**src/rtl/core/aabb_pkg.sv**
```systemverilog
// Package for the AABB broad-phase collision block: item types, codes, constants.
// Used by all modules under rtl/core and by the checker.
`default_nettype none
package aabb_pkg;
  localparam int unsigned MaxObjects = 16;
  localparam int unsigned FracBits = 16;
  localparam int unsigned SlotW = $clog2(MaxObjects);

  localparam logic [1:0] FuncClass = 2'd0;
  localparam logic [1:0] FuncCoef = 2'd1;
  localparam logic [1:0] FuncVertex = 2'd2;
  localparam logic [1:0] FuncMove = 2'd3;

  localparam logic [1:0] ClassNone = 2'd0;
  localparam logic [1:0] ClassStatic = 2'd1;
  localparam logic [1:0] ClassMovable = 2'd2;

  localparam logic signed [31:0] PosMax = 32'sh7FFF_FFFF;
  localparam logic signed [31:0] NegMax = 32'sh8000_0000;

  typedef struct packed {
    logic [1:0] func;
    logic [3:0] object_id;
    logic [1:0] object_class;
    logic [2:0] coef_index;
    logic signed [31:0] coef_value;
    logic signed [31:0] vertex_x;
    logic signed [31:0] vertex_y;
    logic signed [31:0] vertex_z;
    logic first_vertex;
  } in_item_t;

  typedef struct packed {
    logic moved_is_movable;
    logic collided;
    logic [3:0] hit_movable_id;
    logic [3:0] hit_static_id;
    logic signed [31:0] static_top_y;
    logic [30:0] penetration_gap;
  } out_item_t;

  // controller -> datapath
  typedef struct packed {
    logic load;        // capture the input item
    logic mul_step;    // run one transform term
    logic acc_clr;
    logic fold;        // fold transformed vertex into bounds
    logic scan_clr;    // restart pair scan
    logic scan_step;   // compare one pair
    logic emit;        // drive result
  } aabb_cmd_t;

  // datapath -> controller
  typedef struct packed {
    logic scan_done;
    logic hit;
    logic mul_last;
  } aabb_sts_t;
endpackage
`default_nettype wire

```
**src/rtl/core/aabb_ctrl.sv**
```systemverilog
// Controller state machine for the AABB block.
// Depends on aabb_pkg.
`default_nettype none
module aabb_ctrl (
  input  wire logic clk,
  input  wire logic rst_n,
  input  wire logic start,
  input  wire logic [1:0] func,
  input  wire aabb_pkg::aabb_sts_t sts,
  output logic busy,
  output aabb_pkg::aabb_cmd_t cmd
);
  typedef enum logic [2:0] {S_IDLE, S_MUL, S_FOLD, S_SCAN, S_EMIT} state_t;
  state_t state_r, state_nxt;
  logic busy_nxt;

  always_comb begin
    state_nxt = state_r;
    cmd = '0;
    case (state_r)
      S_IDLE: begin
        if (start) begin
          cmd.load = 1'b1;
          cmd.acc_clr = 1'b1;
          cmd.scan_clr = 1'b1;
          if (func == aabb_pkg::FuncVertex) state_nxt = S_MUL;
          else if (func == aabb_pkg::FuncMove) state_nxt = S_SCAN;
        end
      end
      S_MUL: begin
        cmd.mul_step = 1'b1;
        if (sts.mul_last) state_nxt = S_FOLD;
      end
      S_FOLD: begin
        cmd.fold = 1'b1;
        state_nxt = S_IDLE;
      end
      S_SCAN: begin
        if (sts.hit || sts.scan_done) state_nxt = S_EMIT;
        else cmd.scan_step = 1'b1;
      end
      S_EMIT: begin
        cmd.emit = 1'b1;
        state_nxt = S_IDLE;
      end
      default: state_nxt = S_IDLE;
    endcase
    busy_nxt = (state_nxt != S_IDLE);
  end

  always_ff @(posedge clk) begin
    if (!rst_n) begin
      state_r <= S_IDLE;
      busy <= 1'b0;
    end else begin
      state_r <= state_nxt;
      busy <= busy_nxt;
    end
  end
endmodule
`default_nettype wire

```
**config.mk**
```make
export PLATFORM = sky130hd
export DESIGN_NAME = aabb_ctrl
export DESIGN_NICKNAME = d
export VERILOG_FILES = /design/src/rtl/core/aabb_pkg.sv /design/src/rtl/core/aabb_ctrl.sv
export SDC_FILE = /design/constraint.sdc
export NUM_CORES = 1
export LEC_CHECK = 0
export BUFFER_PORTS_ARGS = -buffer_cell sky130_fd_sc_hd__clkbuf_2
export CAP_MARGIN = 20
export CORE_AREA = 2 2 39 41
export DETAILED_ROUTE_END_ITERATION = 12
export DIE_AREA = 0 0 41 43
export MAX_ROUTING_LAYER = met4
export PLACE_DENSITY = 0.41
export REMOVE_ABC_BUFFERS = 1
export SYNTH_ARGS = -nofsm -noshare
export SYNTH_HDL_FRONTEND = slang
export SYNTH_SLANG_ARGS = --single-unit
```
**constraint.sdc**
```tcl
create_clock -name clk -period 1.5 [get_ports clk]
set_input_delay 0.15 -clock clk [delete_from_list [all_inputs] [get_ports clk]]
set_output_delay 0.15 -clock clk [all_outputs]
set_load 0.05 [all_outputs]
```
# Word-level counts from Yosys, hierarchy flattened
# Cells that the tools add are included.
# W data, S select, Z words.
# totals
output_inout_bits,8
regBits,4
# op_classes
eq_ne,6
reduce_logical,3
mux,13
# op_table
op,count
$mux W3,5
$pmux W3 S3,1
$mux W1,7
$eq A3 B2 Y1 const B,2
$eq A2 B2 Y1 const B,2
$eq A3 B1 Y1 const B,1
$eq A3 B3 Y1 const B,1
$logic_not A3 Y1,1
$reduce_bool A3 Y1,1
$logic_or A1 B1 Y1,1

# Longest topological paths before layout
# Gate-level depths: netlist of run 1.
# depth
depth_word,6
ltp_mapped,5
ltp_nobuf,4

# Worst setup path before layout of run 1
# No wires, ideal clock.
# synth_path
kind,register -> output
from,register state_r[1]
to,output port cmd[0] (netlist name)
required_time_ps,1350
path_slack_ps,-254
path_stages_with_launch,3
path_buffers,1
arrival_time_ps,1604
cell_sequence,dfxtp_1 > buf_2 > nor3b_1
# synth_lines
item,line,rtl
start: declaration,aabb_ctrl.sv:14,"state_t state_r, state_nxt;"
start signal: assignment,aabb_ctrl.sv:56,state_r <= state_nxt;
end: declaration,aabb_ctrl.sv:11,output aabb_pkg::aabb_cmd_t cmd

==> metrics.txt, run 1 <==
CTS Sinks=4; Slew @ Worst Pin=0.292 ns; overall routed net length=578 µm; leakage power=0.000169 µW; Core Area=1380 µm²; effective utilization at floorplan=19.8%; CTS root buf=clkbuf_4; initial antenna violation count=0; Yosys top cell area share=29.2%; largest net degree at the start of global routing=9; synthesized instance count=30; # DRC=0; WP data arrival=1.31 ns; max-cap violations=0; antenna diode count=0; share of cells above drive strength 1=55.6%; final instance area=394 µm²; PortBufs=15; Layout Skew=0.00267 ns; Setup Buffers After CTS=0; final setup violation count=0; Mapped Area=274 µm²; grt ovf=0; CP required=1.35 ns; hold_buf cts=0; first-pass GRT wire length=890 µm; Die H=43 µm; IO Pins=16; vias per cell=4.38; largest area contributor in the netlist=dfxtp_1; final core occ=28.5%; Fmax=0.684 GHz; Tmin final=1.46 ns; crit end category=output pin; H-tree depth=1; crit share post-route=97.5%; Final Hold Fails=0; Worst path max stage delay=0.36 ns; # resized after CTS=5; Worst Setup Path Type=reg2out; synth top area cells=dfxtp_1 29%, nor2_1 9.6%, nor4b_4 8.7%; nets@finish=55; FF+latch count, synth=4; register area share after synthesis=29.2%; Die ar.=1760 µm²; row count=14; crit start category=flip-flop; number of buffers and inverters on the critical path=1; Slew Viols, Final=0; Post-DP HPWL=475 µm; register area=81.3 µm²; Max VDD drop=0.000243 V; Fill cells=159; chip width=41 µm; Hold Worst Slack=0.201 ns; DR iter-0 viols=2; CTS tree=done; Worst Path Max Fanout=7; final worst slack=0.0373 ns; Synth cell types=18; Clock Pin Slew Worst Setup and Hold Paths=0.04 ns; Slew HR=80.5%; gr usage total=8.25%; Inserted Clock Buffers=3; clock buffer depth=2; Placement Setup Slack=0.196 ns; P per Cell Area=934 nW/µm²; min-delay worst type=in2reg; GP Congestion=0.652; unrepaired setup endpoints after global routing=true; Largest delay share family, worst path=simple AND/OR/NAND/NOR gates; vias in the first global route=244; synth warn=0; status=complete, no violations; Worst-Skew Late Latency=0.24 ns; Multi-input gate area=179 µm²; reg2reg setup slack=0.37 ns; syn_area_per_cell=9.13 µm²; Via Count=267; Final ANT Viol Nets=0; Layout area overhead=43.8%; CP max stage cell=dfxtp_1; DP Area=349 µm²; Pre-antenna DRT Iters=2; crit path cell chain=nand2b_4 > nor4b_4 > clkbuf_8; WL/cell=9.48 µm
==> cell usage after synthesis, drive strengths merged <==
cell type	n
mux2i	1
nand4	1
nand4b	1
nor3	2
nor4b	1
a211oi	1
o21a	1
nand3b	2
nor3b	1
dfxtp	4
and2	1
nand2b	3
nor2	7
a21oi	1
buf	3
==> per-stage QoR <==
step | TNS (ns) | instances | power [µW]
6_report | 0 | 61 | 368
5_1_grt | -0.0438 | 61 | 389
4_1_cts | 0 | 61 | 375
3_5_place_dp | 0 | 58 | 229
3_3_place_gp | 0 | 58 | 231
2_1_floorplan | -1.24 | 27 | 199
==> report_power, final <==
part	total, µW	internal, µW	switching [µW]
Clock	136	89.6	46.2
Sequential	121	113	7.60
Combinational	112	36.7	74.8
Total	368	239	129
==> flip-flops by register name, summed over array words and instances, names as in the netlist <==
name,cells
state_r,3
busy,1
==> final cells by class <==
class	count	area share [%]
Sequential cell	4	20.6
Timing Repair Buffer	15	23.2
Clock buffer	3	5.71
Tap cell	16	5.08
Multi-Input combinational cell	23	45.4
==> metal layers <==
layer | up-vias | wire (µm) | global-route usage, %
met2 | 11 | 304 | 11.6
met3 | 2 | 45 | 1.57
met1 | 120 | 210 | 8.09
met4 | 0 | 18 | 10.0
met5 | - | 0 | -
li1 | 134 | - | -
==> path summary, 6_finish.rpt <==
path,from,end,cells past startpoint
hold / removal,rst_n,state_r[2]$_SDFF_PN0_,3
setup reg to reg,state_r[2]$_SDFF_PN0_,busy$_SDFF_PN0_,4
hold reg to reg,state_r[0]$_SDFF_PN0_,state_r[2]$_SDFF_PN0_,2
setup / recovery,state_r[2]$_SDFF_PN0_,cmd[1],3
==> tightest hold or removal path, stage by stage <==
cell,delay (ns)
clkbuf_2,0.09
nand4b_1,0.08
nor2_1,0.06
==> cell families (layout without fill, tap and decap cells) <==
group / Yosys count / in the layout / synth area share (%)
DFF: 4 / 4 / 29.2
and+or+nand+nor: 19 / 19 / 49.3
AOI/OAI and AO/OA: 3 / 3 / 10.5
muxes: 1 / 1 / 3.65
buffers and inverters: 3 / 18 / 7.30
==> cell usage in the layout (no fill, tap or decap), drive strengths merged <==
cell type   n
nand4       1
a211oi      1
nor3b       1
nand2b      3
a21oi       1
mux2i       1
nand4b      1
and2        1
dfxtp       4
nand3b      2
nor4b       1
nor2        7
clkbuf     18
nor3        2
o21a        1
Power figures use the tool's default switching activity.
==> run 2: changes to the inputs <==
--- a/config.mk
+++ b/config.mk
@@ -7,11 +7,14 @@
 export LEC_CHECK = 0
 export BUFFER_PORTS_ARGS = -buffer_cell sky130_fd_sc_hd__clkbuf_2
 export CAP_MARGIN = 20
-export CORE_AREA = 2 2 39 41
+export CELL_PAD_IN_SITES_DETAIL_PLACEMENT = 1
+export CELL_PAD_IN_SITES_GLOBAL_PLACEMENT = 2
+export CORE_MARGIN = 2
+export CORE_UTILIZATION = 20
 export DETAILED_ROUTE_END_ITERATION = 12
-export DIE_AREA = 0 0 41 43
+export GPL_ROUTABILITY_DRIVEN = 0
 export MAX_ROUTING_LAYER = met4
-export PLACE_DENSITY = 0.41
+export PLACE_DENSITY = 0.66
 export REMOVE_ABC_BUFFERS = 1
 export SYNTH_ARGS = -nofsm -noshare
 export SYNTH_HDL_FRONTEND = slang
==> run 2 against run 1 <==
  * Sequential power hardly changed
  * Sequential cell count unchanged
  * Sequential share of layout area decreased by 0.14 points
  * Hold slack is essentially flat
  * Register-to-register slack lost 0.11 ns
  * Critical path type unchanged
  * Clock-buffer cell count unchanged
  * Largest power group unchanged
  * Via count up 0.37%
  * Setup slack better by 0.051 ns
  * Non-clock buffer count rose by 1
  * Wire length increased by 13%
  * Final area up 2.2%
  * First-iteration DRC count down 100%
==> metrics.txt, run 2 (same netlist as run 1, synthesis figures left out) <==
status=complete, no violations (unchanged); Clock Pin Slew Worst Setup and Hold Paths=0.04 ns (about the same); unrepaired setup endpoints after global routing=false (was true); crit start category=flip-flop (unchanged); share of cells above drive strength 1=58.7% (was 55.6%); Placement Setup Slack=0.174 ns (was 0.196 ns); clock buffer depth=2 (unchanged); crit end category=output pin (unchanged); crit path cell chain=nand2b_4 > nor4b_4 > buf_8 (was nand2b_4 > nor4b_4 > clkbuf_8); final instance area=403 µm² (was 394 µm²); largest net degree at the start of global routing=9 (unchanged); H-tree depth=1 (unchanged); first-pass GRT wire length=1.02 mm (was 890 µm); gr usage total=10.0% (was 8.25%); Largest delay share family, worst path=simple AND/OR/NAND/NOR gates (unchanged); final core occ=31.4% (was 28.5%); nets@finish=56 (was 55); DP Area=348 µm² (was 349 µm²); vias per cell=4.39 (was 4.38); Worst-Skew Late Latency=0.23 ns (was 0.24 ns); max reg flops=3 (unchanged); Post-DP HPWL=533 µm (was 475 µm); P per Cell Area=908 nW/µm² (was 934 nW/µm²); CTS Sinks=4 (unchanged); crit share post-route=94.1% (was 97.5%); Slew HR=78.5% (was 80.5%); overall routed net length=655 µm (was 578 µm); Worst path max stage delay=0.35 ns (was 0.36 ns); Setup TNS=0 ns (unchanged); # DRC=0 (unchanged); WL/cell=10.7 µm (was 9.48 µm); hold_buf cts=0 (unchanged); commonest non-fill, non-tap cell in the layout=clkbuf_2 (unchanged); Slew @ Worst Pin=0.323 ns (was 0.292 ns); Die H=41.0 µm (was 43 µm); Die ar.=1680 µm² (was 1760 µm²); vias in the first global route=262 (was 244); DR iter-0 viols=0 (was 2); grt ovf=0 (unchanged); Slew Viols, Final=0 (unchanged); Final ANT Viol Nets=0 (unchanged); Inserted Clock Buffers=3 (unchanged); crit path capture=cmd[1] (unchanged); effective utilization at floorplan=21.3% (was 19.8%); Layout area overhead=47.0% (was 43.8%); chip width=41.0 µm (was 41 µm); final worst slack=0.0880 ns (was 0.0373 ns); WP data arrival=1.26 ns (was 1.31 ns); Final Hold Fails=0 (unchanged); Worst Path Max Fanout=7 (unchanged); reg2reg setup slack=0.26 ns (was 0.37 ns); leakage power=0.000177 µW (was 0.000169 µW); Pre-antenna DRT Iters=1 (was 2); initial antenna violation count=0 (unchanged); CP required=1.35 ns (about the same); CTS tree=done (unchanged); PortBufs=15 (unchanged); Tmin final=1.41 ns (was 1.46 ns); final setup violation count=0 (unchanged); Core Area=1280 µm² (was 1380 µm²); antenna diode count=0 (unchanged); max-cap violations=0 (unchanged); Layout Skew=0.00249 ns (was 0.00267 ns); crit path from=state_r[2]$_SDFF_PN0_ (unchanged); Via Count=268 (was 267); worst reg2reg startpoint=state_r[2]$_SDFF_PN0_ (unchanged); Fmax=0.708 GHz (was 0.684 GHz); min-delay worst type=in2reg (unchanged); CP max stage cell=dfxtp_2 (was dfxtp_1); Max VDD drop=0.000392 V (was 0.000243 V); reg-to-reg endpoint=busy$_SDFF_PN0_ (unchanged); number of buffers and inverters on the critical path=1 (unchanged); IO Pins=16 (unchanged); Worst Setup Path Type=reg2out (unchanged); row count=13 (was 14); commonest non-fill, non-tap cells in the layout=11 x clkbuf_2, 7 x nor2_1, 4 x buf_4 (was 11 x clkbuf_2, 7 x nor2_1, 6 x clkbuf_4); Top reg by flops=state_r (unchanged); cells on worst reg2reg path=5 (was 4); CTS root buf=clkbuf_4 (unchanged); Crit. path cell count=3 (unchanged); Top Registers=state_r (3), busy (1) (unchanged)
-- run 2: cell types whose count changed in the layout (fill, tap and decap cells not counted), sizes merged --
cell	delta
buf	+5
clkbuf	-4
-- run 2: what timing repair did --
| item | CTS | global route |
|---|---|---|
| setup endpoints to repair | 4 | 4 |
| resized for setup | 6 | 6 |
| pin swaps | 0 | 2 |
| cloned | 0 | 0 |
| setup buffers | 0 | 1 |
-- run 2: per-stage QoR --
stage	power, µW	hold WS (ns)	cells
global placement	229	0.461	57
floorplan	199	0.314	27
CTS	371	0.201	60
finish	366	0.201	61
detailed placement	230	0.447	57
global route	396	0.215	61
-- run 2: worst reg2reg max path, delay by kind of cell (launching register included) --
| kind | cells | cell delay, ns |
|---|---|---|
| DFF | 1 | 0.35 |
| and+or+nand+nor | 3 | 0.54 |
| AOI/OAI and AO/OA | 1 | 0.12 |
| buffers and inverters | 1 | 0.17 |
-- run 2: area by class of cell --
| cell class | count | area [µm²] |
|---|---|---|
| Tap cell | 15 | 18.8 |
| Multi-Input combinational cell | 23 | 179 |
| Clock buffer | 3 | 22.5 |
| Sequential cell | 4 | 82.6 |
| Fill cell | 168 | 882 |
| Timing Repair Buffer | 16 | 100 |
-- run 2: power by group --
| group | leakage (µW) | internal (µW) | switching (µW) |
|---|---|---|---|
| clock | 0.0000138 | 89.4 | 42.8 |
| combinational | 0.000129 | 37.3 | 75.3 |
| sequential | 0.0000336 | 113 | 8.05 |
| total | 0.000177 | 240 | 126 |
-- run 2: how the worst min path moves through the flow --
| stage | startpoint | endpoint | slack (ns) | cells after the start |
|---|---|---|---|---|
| final | rst_n | state_r[2]$_SDFF_PN0_ | 0.20 | 3 |
| after CTS | rst_n | state_r[2]$_SDFF_PN0_ | 0.20 | 3 |
| after global placement | rst_n | state_r[2]$_SDFF_PN0_ | 0.46 | 3 |
| after detailed placement | rst_n | state_r[2]$_SDFF_PN0_ | 0.45 | 3 |
| after global routing | rst_n | state_r[2]$_SDFF_PN0_ | 0.21 | 3 |
| after floorplan | rst_n | state_r[2]$_SDFF_PN0_ | 0.31 | 2 |
-- run 2: routing by layer --
metal | vias up | routed length, µm | track usage [%]
met5 | - | 0 | -
met4 | 0 | 21 | 10.0
met2 | 12 | 308 | 15.2
met1 | 117 | 270 | 10.6
li1 | 137 | - | -
met3 | 2 | 53 | 1.63
==> run 3: changes to the inputs <==
--- a/config.mk
+++ b/config.mk
@@ -16,6 +16,7 @@
 export MAX_ROUTING_LAYER = met4
 export PLACE_DENSITY = 0.66
 export REMOVE_ABC_BUFFERS = 1
+export SETUP_SLACK_MARGIN = 0.15
 export SYNTH_ARGS = -nofsm -noshare
 export SYNTH_HDL_FRONTEND = slang
 export SYNTH_SLANG_ARGS = --single-unit
==> run 3 against run 2 <==
  * Power up 11%
  * Sequential cell count unchanged
  * Clock-buffer cell count unchanged
  * Clock skew about the same
  * Via count up 8.2%
  * Sequential share of layout area down 3.9 points
  * Critical path depth up 1
  * Fmax up 2.7%
  * Critical endpoint is now cmd[2]
  * Largest cell class is now buffers
==> metrics.txt, run 3 (same netlist as run 1, synthesis figures left out) <==
antenna diode count=0 (unchanged); CTS root buf=clkbuf_4 (unchanged); crit start category=flip-flop (unchanged); clock share of power=32.5% (was 36.1%); nets@finish=62 (was 56); vias in the first global route=295 (was 262); Tmin final=1.37 ns (was 1.41 ns); Inserted Clock Buffers=3 (unchanged); Pre-antenna DRT Iters=1 (unchanged); Slew @ Worst Pin=0.298 ns (was 0.323 ns); unrepaired setup endpoints after global routing=true (was false); Die ar.=1680 µm² (unchanged); CTS Sinks=4 (unchanged); Int Power=272 µW (was 240 µW); Top Registers=state_r (3), busy (1) (unchanged); Die H=41.0 µm (unchanged); Worst Path Max Fanout=4 (was 7); sequential power share=29.6% (was 33.1%); Worst-Skew Late Latency=0.23 ns (about the same); CP required=1.35 ns (about the same); WL/cell=12.0 µm (was 10.7 µm); hold_buf cts=0 (unchanged); initial antenna violation count=0 (unchanged); # DRC=0 (unchanged); Slew HR=80.1% (was 78.5%); Final ANT Viol Nets=0 (unchanged); effective utilization at floorplan=21.3% (unchanged); largest net degree at the start of global routing=9 (unchanged); WP data arrival=1.22 ns (was 1.26 ns); vias per cell=4.33 (was 4.39); crit end category=output pin (unchanged); Post-DP HPWL=533 µm (unchanged); final core occ=41.7% (was 31.4%); commonest non-fill, non-tap cells in the layout=9 x clkbuf_2, 7 x buf_4, 6 x nor2_1 (was 11 x clkbuf_2, 7 x nor2_1, 4 x buf_4); final worst slack=0.126 ns (was 0.0880 ns); share of cells above drive strength 1=71.2% (was 58.7%); max-cap violations=0 (unchanged); first-pass GRT wire length=1.26 mm (was 1.02 mm); Clock Pin Slew Worst Setup and Hold Paths=0.04 ns (about the same); crit share post-route=91.6% (was 94.1%); gr usage total=12.4% (was 10.0%); Hold Worst Slack=0.200 ns (was 0.201 ns); commonest non-fill, non-tap cell in the layout=clkbuf_2 (unchanged); Top reg by flops=state_r (unchanged); Worst Setup Path Type=reg2out (unchanged); leakage power=0.000241 µW (was 0.000177 µW); Fmax=0.728 GHz (was 0.708 GHz); Core Area=1280 µm² (unchanged); Comb power frac=38.0% (was 30.8%); H-tree depth=1 (unchanged); Max VDD drop=0.000396 V (was 0.000392 V); switch share=33.1% (was 34.5%); DR iter-0 viols=0 (unchanged); Layout Skew=0.00252 ns (was 0.00249 ns); grt ovf=0 (unchanged); P per Cell Area=760 nW/µm² (was 908 nW/µm²); Psw=135 µW (was 126 µW); chip width=41.0 µm (unchanged); max reg flops=3 (unchanged); row count=13 (unchanged); CTS tree=done (unchanged); Layout area overhead=95.4% (was 47.0%); min-delay worst type=in2reg (unchanged); final setup violation count=0 (unchanged); PortBufs=15 (unchanged); Slew Viols, Final=0 (unchanged); overall routed net length=807 µm (was 655 µm); Via Count=290 (was 268); Fill cells=155 (was 168); status=complete, no violations (unchanged); clock buffer depth=2 (unchanged); IO Pins=16 (unchanged); Final Hold Fails=0 (unchanged); Placement Setup Slack=0.174 ns (unchanged)
-- run 3: cell types whose count changed in the layout (fill, tap and decap cells not counted), moves of 2 or more --
| cell | change |
|---|---|
| clkbuf_16 | +3 |
| dfxtp_4 | +2 |
| buf_4 | +3 |
| clkbuf_2 | -2 |
| buf_6 | +2 |
-- run 3: per-stage QoR --
step | power (µW) | instances | area [µm²] | setup TNS (ns)
global placement | 229 | 57 | 348 | 0
detailed placement | 230 | 57 | 348 | 0
CTS | 403 | 65 | 490 | 0
floorplan | 199 | 27 | 254 | -1.24
global route | 439 | 67 | 536 | 0
finish | 407 | 67 | 536 | 0
-- run 3: routing by layer --
layer / part of all wire [%] / GRT usage [%]
met1: 36 / 12.6
met2: 53 / 20.7
met3: 7.7 / 2.17
met4: 2.6 / 10.0
met5: 0 / -
-- run 3: timing repair --
item,in CTS,in global routing
pin swaps,2,3
buffers inserted,5,2
setup endpoints to repair,6,8
gates resized for setup,17,13
-- run 3: cell type report --
cell class / count / area [µm²] / area share [%]
repair buffers: 22 / 210 / 39.3
multi-input cells: 23 / 195 / 36.4
flip-flops and latches: 4 / 88.8 / 16.6
clock buffers: 3 / 22.5 / 4.21
well taps: 15 / 18.8 / 3.50
-- run 3: power by group through the flow --
stage          Clock, µW  Sequential [µW]  Combinational [µW]
4_1_cts              138              120                 145
2_1_floorplan          0              129                69.9
3_5_place_dp           0              122                 108
3_3_place_gp           0              122                 108
6_report             132              120                 155
5_1_grt              155              121                 163
-- run 3: final timing paths --
kind | start | endpoint | slack (ns) | cells after the start
worst min register to register | state_r[0]$_SDFF_PN0_ | state_r[2]$_SDFF_PN0_ | 0.58 | 2
worst max register to register | state_r[2]$_SDFF_PN0_ | busy$_SDFF_PN0_ | 0.23 | 6
worst max-delay path | state_r[2]$_SDFF_PN0_ | cmd[2] | 0.13 | 4
worst min-delay path | rst_n | state_r[2]$_SDFF_PN0_ | 0.20 | 3
-- run 3: critical path, stage by stage, from the launching register on --
cell	delay (ns)
dfxtp_4	0.34
buf_4	0.13
nor3_4	0.13
and2_4	0.21
clkbuf_16	0.17
